**src/rtl/csil_pkg.sv**
```systemverilog
// shared types, sizes and codes for the classified sorted insertion lists
package csil_pkg;

  localparam int LIST_DEPTH = 16;
  localparam int AGE_W      = 7;
  localparam int CNT_W      = $clog2(LIST_DEPTH + 1);
  localparam int IDX_W      = (LIST_DEPTH > 1) ? $clog2(LIST_DEPTH) : 1;

  typedef logic [AGE_W-1:0] age_t;
  typedef logic [CNT_W-1:0] cnt_t;
  typedef logic [IDX_W-1:0] idx_t;

  // operation codes
  localparam logic [1:0] OP_INSERT = 2'd0;
  localparam logic [1:0] OP_READ   = 2'd1;
  localparam logic [1:0] OP_CLEAR  = 2'd2;

  // gender codes
  localparam logic [1:0] GENDER_MALE   = 2'd1;
  localparam logic [1:0] GENDER_FEMALE = 2'd2;

  // list selectors
  localparam logic [1:0] SEL_TEEN   = 2'd0;
  localparam logic [1:0] SEL_FEMALE = 2'd1;
  localparam logic [1:0] SEL_MALE   = 2'd2;

  // result kinds
  localparam logic [1:0] KIND_ACK   = 2'd0;
  localparam logic [1:0] KIND_ENTRY = 2'd1;
  localparam logic [1:0] KIND_EMPTY = 2'd2;

  // full flag bit positions
  localparam int FULL_TEEN   = 0;
  localparam int FULL_FEMALE = 1;
  localparam int FULL_MALE   = 2;

  // per-cell control from the list to one cell
  typedef struct packed {
    logic ins;     // insert this cycle into a list that has room
    logic occ;     // cell holds a stored entry
    logic at_end;  // cell is the first free slot
  } csil_cell_ctrl_t;

endpackage

```
**src/rtl/csil_cell.sv**
```systemverilog
// one compare-and-shift cell of a sorted list chain
module csil_cell
  import csil_pkg::*;
(
  input  logic            clk,
  input  csil_cell_ctrl_t ctrl,
  input  age_t            new_age,
  input  logic            prev_gt,
  input  age_t            prev_age,
  output logic            gt,
  output age_t            age
);

  age_t age_r;
  age_t age_nxt;

  // stored entry lies after the new one (equal keys stay in front)
  assign gt  = ctrl.occ && (age_r > new_age);
  assign age = age_r;

  always_comb begin
    age_nxt = age_r;
    if (ctrl.ins) begin
      if (prev_gt) begin
        age_nxt = prev_age;
      end else if (gt || ctrl.at_end) begin
        age_nxt = new_age;
      end
    end
  end

  always_ff @(posedge clk) begin
    age_r <= age_nxt;
  end

endmodule

```
**src/rtl/csil_list.sv**
```systemverilog
// one sorted list: chain of cells, fill count and read port
module csil_list
  import csil_pkg::*;
(
  input  logic clk,
  input  logic rst_n,
  input  logic ins,
  input  logic clr,
  input  age_t new_age,
  input  idx_t rd_idx,
  output age_t rd_age,
  output cnt_t count,
  output logic full
);

  cnt_t count_r;
  cnt_t count_nxt;
  logic ins_ok;

  logic [LIST_DEPTH-1:0] gt;
  age_t                  ages [LIST_DEPTH];

  assign full   = (count_r == cnt_t'(LIST_DEPTH));
  assign ins_ok = ins && !full;
  assign count  = count_r;
  assign rd_age = ages[rd_idx];

  for (genvar k = 0; k < LIST_DEPTH; k++) begin : g_cell
    csil_cell_ctrl_t ctrl;
    logic            prev_gt;
    age_t            prev_age;

    assign ctrl.ins    = ins_ok;
    assign ctrl.occ    = cnt_t'(k) < count_r;
    assign ctrl.at_end = cnt_t'(k) == count_r;

    if (k == 0) begin : g_head
      assign prev_gt  = 1'b0;
      assign prev_age = '0;
    end else begin : g_link
      assign prev_gt  = gt[k-1];
      assign prev_age = ages[k-1];
    end

    csil_cell u_cell (
      .clk      (clk),
      .ctrl     (ctrl),
      .new_age  (new_age),
      .prev_gt  (prev_gt),
      .prev_age (prev_age),
      .gt       (gt[k]),
      .age      (ages[k])
    );
  end

  always_comb begin
    count_nxt = count_r;
    if (clr) begin
      count_nxt = '0;
    end else if (ins_ok) begin
      count_nxt = count_r + cnt_t'(1);
    end
  end

  always_ff @(posedge clk) begin
    if (!rst_n) begin
      count_r <= '0;
    end else begin
      count_r <= count_nxt;
    end
  end

endmodule

```
**src/rtl/classified_sorted_insertion_lists.sv**
```systemverilog
// top level: three sorted age lists with insert, readout and clear
// input channel (in_valid / in_stall): one transaction per command; in_op
//   selects insert, readout or clear, in_age, in_gender and in_list_sel are
//   the operands. in_stall is high while a readout streams and while the
//   output register holds a result that the receiver stalls.
// result channel (out_valid / out_stall): insert, clear and unknown ops give
//   one acknowledge transaction; a readout gives one transaction per stored
//   entry in ascending order, or one empty marker, with last on the final one.
// config channel (cfg_valid / cfg_ready): writes the adult age threshold;
//   always ready, to be written only while the block is idle.
// timing: an acknowledge or empty marker is registered, in the cycle after
//   its command, so inserts and clears run at one per cycle unless stalled,
//   each list being a chain of LIST_DEPTH compare-and-shift cells that places
//   the new age as the command is taken. a readout enters the read state,
//   then puts out one entry per cycle unless stalled; the next command goes
//   in once the read state is left. a stalled result holds output and input.
// reset: rst_n (sync, active low) empties all lists, sets the threshold to
//   20 and drops any pending result; stored ages themselves are not cleared.
module classified_sorted_insertion_lists
  import csil_pkg::*;
(
  input  logic             clk,
  input  logic             rst_n,
  // command input
  input  logic             in_valid,
  output logic             in_stall,
  input  logic [1:0]       in_op,
  input  logic [AGE_W-1:0] in_age,
  input  logic [1:0]       in_gender,
  input  logic [1:0]       in_list_sel,
  // results
  output logic             out_valid,
  input  logic             out_stall,
  output logic [1:0]       out_kind,
  output logic [AGE_W-1:0] out_age_out,
  output logic [2:0]       out_full_mask,
  output logic             out_last,
  // threshold register write
  input  logic             cfg_valid,
  output logic             cfg_ready,
  input  logic [AGE_W-1:0] cfg_adult_age
);

  typedef enum logic {
    ST_IDLE,
    ST_READ
  } state_t;

  state_t state_r, state_nxt;

  age_t       adult_age_r;
  logic [1:0] sel_r, sel_nxt;
  idx_t       idx_r, idx_nxt;
  idx_t       last_idx_r, last_idx_nxt;

  // output register
  logic       out_valid_r, out_valid_nxt;
  logic [1:0] out_kind_r, out_kind_nxt;
  age_t       out_age_r, out_age_nxt;
  logic [2:0] out_full_r, out_full_nxt;
  logic       out_last_r, out_last_nxt;

  logic slot_free;
  logic in_acc;
  logic is_insert;
  logic is_clear;

  // list ports
  logic teen_ins, female_ins, male_ins;
  age_t teen_rd, female_rd, male_rd;
  cnt_t teen_cnt, female_cnt, male_cnt;
  logic teen_full, female_full, male_full;

  cnt_t sel_cnt;
  cnt_t sel_cnt_m1;
  age_t rd_age;

  // output slot can take a new result this cycle
  assign slot_free = !out_valid_r || !out_stall;
  assign in_stall  = (state_r != ST_IDLE) || !slot_free;
  assign in_acc    = in_valid && !in_stall;
  assign is_insert = in_acc && (in_op == OP_INSERT);
  assign is_clear  = in_acc && (in_op == OP_CLEAR);

  // classification of an insert
  assign teen_ins   = is_insert && (in_age < adult_age_r);
  assign female_ins = is_insert && (in_gender == GENDER_FEMALE);
  assign male_ins   = is_insert && (in_gender == GENDER_MALE);

  assign cfg_ready = 1'b1;

  assign out_valid     = out_valid_r;
  assign out_kind      = out_kind_r;
  assign out_age_out   = out_age_r;
  assign out_full_mask = out_full_r;
  assign out_last      = out_last_r;

  csil_list u_teen (
    .clk     (clk),
    .rst_n   (rst_n),
    .ins     (teen_ins),
    .clr     (is_clear),
    .new_age (in_age),
    .rd_idx  (idx_r),
    .rd_age  (teen_rd),
    .count   (teen_cnt),
    .full    (teen_full)
  );

  csil_list u_female (
    .clk     (clk),
    .rst_n   (rst_n),
    .ins     (female_ins),
    .clr     (is_clear),
    .new_age (in_age),
    .rd_idx  (idx_r),
    .rd_age  (female_rd),
    .count   (female_cnt),
    .full    (female_full)
  );

  csil_list u_male (
    .clk     (clk),
    .rst_n   (rst_n),
    .ins     (male_ins),
    .clr     (is_clear),
    .new_age (in_age),
    .rd_idx  (idx_r),
    .rd_age  (male_rd),
    .count   (male_cnt),
    .full    (male_full)
  );

  // fill count of the list asked for by a readout command
  always_comb begin
    unique case (in_list_sel)
      SEL_TEEN:   sel_cnt = teen_cnt;
      SEL_FEMALE: sel_cnt = female_cnt;
      SEL_MALE:   sel_cnt = male_cnt;
      default:    sel_cnt = '0;  // unused selector reads as empty
    endcase
  end

  assign sel_cnt_m1 = sel_cnt - cnt_t'(1);

  // entry of the list being streamed
  always_comb begin
    unique case (sel_r)
      SEL_TEEN:   rd_age = teen_rd;
      SEL_FEMALE: rd_age = female_rd;
      SEL_MALE:   rd_age = male_rd;
      default:    rd_age = '0;
    endcase
  end

  always_comb begin
    state_nxt     = state_r;
    sel_nxt       = sel_r;
    idx_nxt       = idx_r;
    last_idx_nxt  = last_idx_r;
    out_kind_nxt  = out_kind_r;
    out_age_nxt   = out_age_r;
    out_full_nxt  = out_full_r;
    out_last_nxt  = out_last_r;
    out_valid_nxt = out_valid_r && out_stall;

    unique case (state_r)
      ST_IDLE: begin
        if (in_acc) begin
          out_valid_nxt = 1'b1;
          out_kind_nxt  = KIND_ACK;
          out_age_nxt   = '0;
          out_full_nxt  = '0;
          out_last_nxt  = 1'b1;
          unique case (in_op)
            OP_INSERT: begin
              out_full_nxt[FULL_TEEN]   = teen_ins && teen_full;
              out_full_nxt[FULL_FEMALE] = female_ins && female_full;
              out_full_nxt[FULL_MALE]   = male_ins && male_full;
            end
            OP_READ: begin
              if (sel_cnt == '0) begin
                out_kind_nxt = KIND_EMPTY;
              end else begin
                // first entry goes out from the read state
                out_valid_nxt = 1'b0;
                state_nxt     = ST_READ;
                sel_nxt       = in_list_sel;
                idx_nxt       = '0;
                last_idx_nxt  = sel_cnt_m1[IDX_W-1:0];
              end
            end
            default: begin
              // clear and unused op: plain acknowledge
            end
          endcase
        end
      end
      ST_READ: begin
        if (slot_free) begin
          out_valid_nxt = 1'b1;
          out_kind_nxt  = KIND_ENTRY;
          out_age_nxt   = rd_age;
          out_full_nxt  = '0;
          out_last_nxt  = (idx_r == last_idx_r);
          if (idx_r == last_idx_r) begin
            state_nxt = ST_IDLE;
          end else begin
            idx_nxt = idx_r + idx_t'(1);
          end
        end
      end
      default: begin
        state_nxt = ST_IDLE;
      end
    endcase
  end

  always_ff @(posedge clk) begin
    if (!rst_n) begin
      state_r     <= ST_IDLE;
      out_valid_r <= 1'b0;
      adult_age_r <= age_t'(20);
    end else begin
      state_r     <= state_nxt;
      out_valid_r <= out_valid_nxt;
      if (cfg_valid && cfg_ready) begin
        adult_age_r <= cfg_adult_age;
      end
    end
    sel_r      <= sel_nxt;
    idx_r      <= idx_nxt;
    last_idx_r <= last_idx_nxt;
    out_kind_r <= out_kind_nxt;
    out_age_r  <= out_age_nxt;
    out_full_r <= out_full_nxt;
    out_last_r <= out_last_nxt;
  end

endmodule
```
**config.mk**
```make
export PLATFORM = sky130hd
export DESIGN_NAME = classified_sorted_insertion_lists
export DESIGN_NICKNAME = d
export VERILOG_FILES = /design/src/rtl/csil_pkg.sv /design/src/rtl/csil_cell.sv /design/src/rtl/csil_list.sv /design/src/rtl/classified_sorted_insertion_lists.sv
export SDC_FILE = /design/constraint.sdc
export NUM_CORES = 1
export LEC_CHECK = 0
export ABC_AREA = 1
export ABC_CLOCK_PERIOD_IN_PS = 8550
export BUFFER_PORTS_ARGS = -buffer_cell sky130_fd_sc_hd__buf_2
export CORE_UTILIZATION = 45
export CTS_BUF_LIST = sky130_fd_sc_hd__clkbuf_4
export CTS_CLUSTER_DIAMETER = 80
export CTS_CLUSTER_SIZE = 10
export DETAILED_ROUTE_END_ITERATION = 10
export GPL_ROUTABILITY_DRIVEN = 0
export SLEW_MARGIN = 20
export SYNTH_ARGS = -nofsm -noshare
export SYNTH_HDL_FRONTEND = slang
export SYNTH_SLANG_ARGS = --single-unit
```
**constraint.sdc**
```tcl
create_clock -name clk -period 8.55 [get_ports clk]
set_input_delay 0.855 -clock clk [delete_from_list [all_inputs] [get_ports clk]]
set_output_delay 0.855 -clock clk [all_outputs]
set_load 0.01 [all_outputs]
```
# Word level (Yosys, flattened, before mapping)
# Index checks and enable logic that the tools add are counted.
[classes]
eq_ne = 62
order_cmp = 98
n_addsub = 5
n_mux = 133
reduce_logical = 222
bitwise_logic = 4
[ops]
columns = ["op", "count"]
rows = [
  ["$mux W7", 98],
  ["$gt A7 B7 Y1", 48],
  ["$eq A4 B5 Y1 const A", 24],
  ["$lt A4 B5 Y1 const A", 24],
  ["$reduce_and A2 Y1", 49],
  ["$reduce_bool A2 Y1", 45],
  ["$bmux W7 S4", 3],
  ["$logic_and A1 B1 Y1", 61],
  ["$eq A3 B5 Y1 const A", 12],
  ["$lt A3 B5 Y1 const A", 12],
  ["$logic_or A1 B1 Y1", 50],
  ["$eq A2 B5 Y1 const A", 6],
  ["$lt A1 B5 Y1 const A", 6],
  ["$lt A2 B5 Y1 const A", 6],
  ["$pmux W7 S3", 1],
  ["$logic_not A5 Y1", 4],
  ["$mux W4", 5],
  ["$add A5 B1 Y5 const B", 3],
  ["$eq A1 B5 Y1 const A", 3],
  ["$eq A5 B5 Y1 const B", 3],
  ["$pmux W5 S3", 1],
  ["$pmux W7 S2", 1],
  ["$mux W1", 11],
  ["$mux W3", 3],
  ["21 further kinds", 45],
]
[word_totals]
out_inout_bits = 16
word_cells = 585
regBits = 383

# Depth between registers and ports, before layout
[depth]
word_depth = 12
depth_mapped = 12
depth_no_buf = 11

# By module
# From an unflattened synthesis, not the netlist that was laid out.
[unflattened]
cells_unflattened = 4446
hier_area_um2 = 31896.8
[modules_own_cells]
columns = ["mod", "cells_each", "seq_area_each_um2", "area_per_inst_um2", "n_inst"]
rows = [
  ["csil_cell", 61, 210.2, 505.5, 48],
  ["csil_list", 436, 100.1, 1946.9, 3],
  ["classified_sorted_insertion_lists", 210, 870.8, 1793.0, 1],
]

# Least setup slack after synthesis
# Ideal clock, no wire load.
[synth_path]
kind = "input -> register"
start = "input in_age[4]"
end = "register u_male.g_cell[10].u_cell.age_r[0] (enable)"
t_required_ns = 8.175
setup_ns = 0.375
t_arrival_ns = 3.347
slack_ns = 4.828
path_stages = 9
path_cell_list = "clkbuf_1 -> inv_1 -> ha_1 -> nand4_1 -> inv_1 -> a31oi_1 -> nand2_1 -> buf_4 -> a31oi_1"
[synth_between]
elab_chain_len = 5
elab_cells_between_ends = 7
classes_between = "2 x order compare; 5 x reduce/logical"
[synth_lines]
columns = ["element", "line_no", "source"]
rows = [
  ["start: declaration", "classified_sorted_insertion_lists.sv:28", "input logic [AGE_W-1:0] in_age,"],
  ["$gt A7 B7 Y1", "csil_cell.sv:18", "assign gt = ctrl.occ && (age_r > new_age);"],
  ["$logic_and A1 B1 Y1", "csil_cell.sv:18", ""],
  ["$logic_or A1 B1 Y1", "csil_cell.sv:26", "end else if (gt || ctrl.at_end) begin"],
  ["$reduce_bool A2 Y1 (no source line) (*)", "-", ""],
  ["$reduce_and A2 Y1 (no source line) (*)", "-", ""],
  ["end signal: assignment", "csil_cell.sv:33", "age_r <= age_nxt;"],
  ["end: declaration", "csil_cell.sv:14", "age_t age_r;"],
]
# Every way passes the cells marked *; elsewhere a longest branch is shown, timed or not.
# A chain may end at the register's enable or synchronous reset.

# Final worst setup path
[layout_path]
start = "input in_age[4]"
end = "register u_teen.g_cell[10].u_cell.age_r[3] (enable)"
[layout_between]
elab_chain_len = 5
elab_cells_between_ends = 10
classes_between = "3 x order compare; 7 x reduce/logical"
[layout_lines]
columns = ["element", "line_no"]
rows = [
  ["$gt A7 B7 Y1", "csil_cell.sv:18"],
  ["$logic_and A1 B1 Y1", "csil_cell.sv:18"],
  ["$logic_or A1 B1 Y1", "csil_cell.sv:26"],
  ["$reduce_bool A2 Y1 (no source line)", "-"],
  ["$reduce_and A2 Y1 (no source line) (*)", "-"],
  ["end signal: assignment", "csil_cell.sv:33"],
  ["end: declaration", "csil_cell.sv:14"],
]
# Marked as above.

==> results.cfg <==
[sta]
slew_headroom = 0.285
rsz0062_at_grt = false
finalHoldViolCount = 0
fin_crit_sh = 0.470
worst_slew_pin_slew_ps = 1070
period_minus_slack_ps = 4020
tns_ps = 0
fin_worst_hold_slack_ps = 194
drv_slew = 0
clock_skew_ps = 105
setup_violations = 0
timing.fmax_mhz = 249

[floorplanning]
ios = 41
dieArea_um2 = 64500
die_h_um = 254
start_util = 0.459
rows = 91
die_x_um = 254
core_region_area_um2 = 62200

[cts]
clock_latency_ps = 910
cts_setup_buffers = 0
cts_tree = yes
clkSlewWorstSetupHoldPaths_ps = 130
cts-htree-levels = 2
cts_root_buffer = clkbuf_4
cts_buffers = 44
cts_hold_buffers = 0
ctsResizeCount = 0
ctsLongestPathBuffers = 3
cts_sinks = 383

[pwr]
cellInternalPower_mw = 2.67
seq_power_share = 0.567
sw_frac_of_total = 0.266
p_clk_frac = 0.330
vdd_drop_max_mv = 0.101
p_sw_mw = 0.965
total_power_mw = 3.63
power_density_nw_per_um2 = 122
combPwrFrac = 0.103
leakage_nw = 14.1

[yosys]
ys_seq_elements = 383
syn_avg_cell_area_um2 = 7.92
ys_async_sr_fraction = 0
synth.yosys.warnings = 0
synth-main-ff-cell = edfxtp_1
synth_edf_count = 359
synthTopCellsByArea = edfxtp_1 (38%), ha_1 (15%), nand2_1 (13%)
netlist_area_um2 = 28600
synth_top_area_cell = edfxtp_1
netlist_instances = 3605
yosys.area.top_type_share = 0.377
synth.net_count = 3983
ys_seq_area_frac = 0.394
yosysUniqueCellTypes = 44

[cells_and_area]
area_growth_pct = 4.52
fin_util = 0.480
layout_common_cells = nand2_1 (1008), inv_1 (414), nand3_1 (376), edfxtp_1 (359), ha_1 (353)
final_common_cell = nand2_1
design_area_um2 = 29800
multi_input_area_um2 = 14700
num-nets-final = 3925
regArea_um2 = 11300
drive_gt1_frac = 0.0614
fillCellCount = 6228

[setup_path]
crit_path_start_kind = primary input
r2r_end = out_age_out[0]
r2r_cells = 10
worstSetupPathType = primary input to flop
r2r_slack_ps = 4730
reg2reg_from = idx_r[1]
cp.arrival_ps = 4500
path_max_fanout = 47
worst_setup_path_end_kind = flop
cp.required_ps = 9030

[placement]
dp_hpwl_um = 59800
dpl_cell_area_um2 = 29200
io_buffers = 39

[flow_run]
maxCapViolCount = 0

[run_status]
status = completed

[min_path]
holdPathStages = 3
hold_path_end = adult_age_r[0]
min_path_type = primary input to flop
hp-start = cfg_adult_age[0]

[global_routing]
grt_pass1_wl_um = 136000
antenna_found_initial = 5
grt_pass1_vias = 23100
grtUsageTotal = 0.276
gr-total-overflow = 0
grt_max_degree = 192

[routing]
antenna_left = 0
post_drt_wl_per_cell_um = 20.0
initialDrtViolationCount = 2135
detail_route.wirelength_um = 88200
drt_first_pass_iters = 5
via_per_inst = 5.56
via_count = 24600
drc = 0
## stage by stage
| step | cells | worst slack [ps] |
|---|---|---|
| global route | 4421 | 4260 |
| floorplan | 3605 | 4830 |
| detailed placement | 4338 | 3700 |
| CTS | 4419 | 4640 |
| global placement | 4338 | 3730 |
| finish | 4421 | 4530 |
## critical path, cell delays in order
cell      delay [ps]
buf_2             80
buf_4            670
inv_2            560
buf_4            470
ha_1             390
nand2_1           60
nor2_1           120
nand2_1           70
o211ai_1          80
nand2_1          330
a31oi_1          780
## cells by family (layout without fill, tap and decap cells)
| kind of cell | count (synthesis) | in the layout | synth area share |
|---|---|---|---|
| adders and majority gates | 353 | 353 | 0.155 |
| AOI/OAI and AO/OA | 651 | 651 | 0.121 |
| other | 1 | 3 | 0.000131 |
| DFF | 383 | 383 | 0.394 |
| xor gates and xnor gates | 12 | 12 | 0.00368 |
| buffers and inverters | 629 | 606 | 0.0894 |
| and+or+nand+nor | 1576 | 1576 | 0.237 |
## area by class of cell
type | count | area share
diodes | 2 | 0.000168
clock buffers | 76 | 0.0191
clock inverters | 5 | 0.00327
inverters | 464 | 0.0586
multi-input cells | 2593 | 0.494
flip-flops and latches | 383 | 0.377
well taps | 837 | 0.0351
repair buffers | 61 | 0.0126
## worst max path at each step
stage	start	to	slack, ps
floorplan	in_age[4]	u_male.g_cell[10].u_cell.age[0]	4830
CTS	in_age[4]	u_teen.g_cell[10].u_cell.age[3]	4640
detailed placement	in_age[4]	u_teen.g_cell[10].u_cell.age[4]	3700
global placement	in_age[4]	u_teen.g_cell[10].u_cell.age[4]	3730
global route	in_age[4]	u_teen.g_cell[10].u_cell.age[3]	4260
finish	in_age[4]	u_teen.g_cell[10].u_cell.age[3]	4530
## state kept, by name (all words and copies together), names as in the netlist
signal,count
state_r,1
u_male.count,5
last_idx_r,4
out_last,1
sel_r,2
u_female.g_cell.u_cell.age,112
out_kind,2
adult_age_r,7
u_female.count,5
idx_r,4
u_teen.count,5
out_valid,1
out_full_mask,3
out_age_out,7
u_male.g_cell.u_cell.age,112
u_teen.g_cell.u_cell.age,112
## cells in the mapped netlist, drive strengths merged, types with 8 or more instances
cell type / n
nor2: 97
inv: 462
nand3: 385
clkbuf: 65
nand4: 67
dfxtp: 24
a21oi: 190
o211ai: 63
nand2: 1012
buf: 100
ha: 353
edfxtp: 359
a31oi: 8
o21ai: 383
nor3: 8
## metal layers
metal	GRT usage	vias to the layer above	wire length, um
li1	-	12200	-
met1	0.381	11400	39700
met2	0.442	851	39500
met3	0.0393	173	6120
met4	0.0921	6	2780
met5	0	-	40
## power by group through the flow
| stage | sequential, mW | clock [mW] | combinational, mW |
|---|---|---|---|
| 2_1_floorplan | 2.10 | 0 | 0.247 |
| 3_3_place_gp | 2.10 | 0 | 0.367 |
| 3_5_place_dp | 2.10 | 0 | 0.372 |
| 4_1_cts | 2.06 | 1.22 | 0.373 |
| 5_1_grt | 2.06 | 1.28 | 0.427 |
| 6_report | 2.06 | 1.20 | 0.375 |
Power figures use the tool's default switching activity.
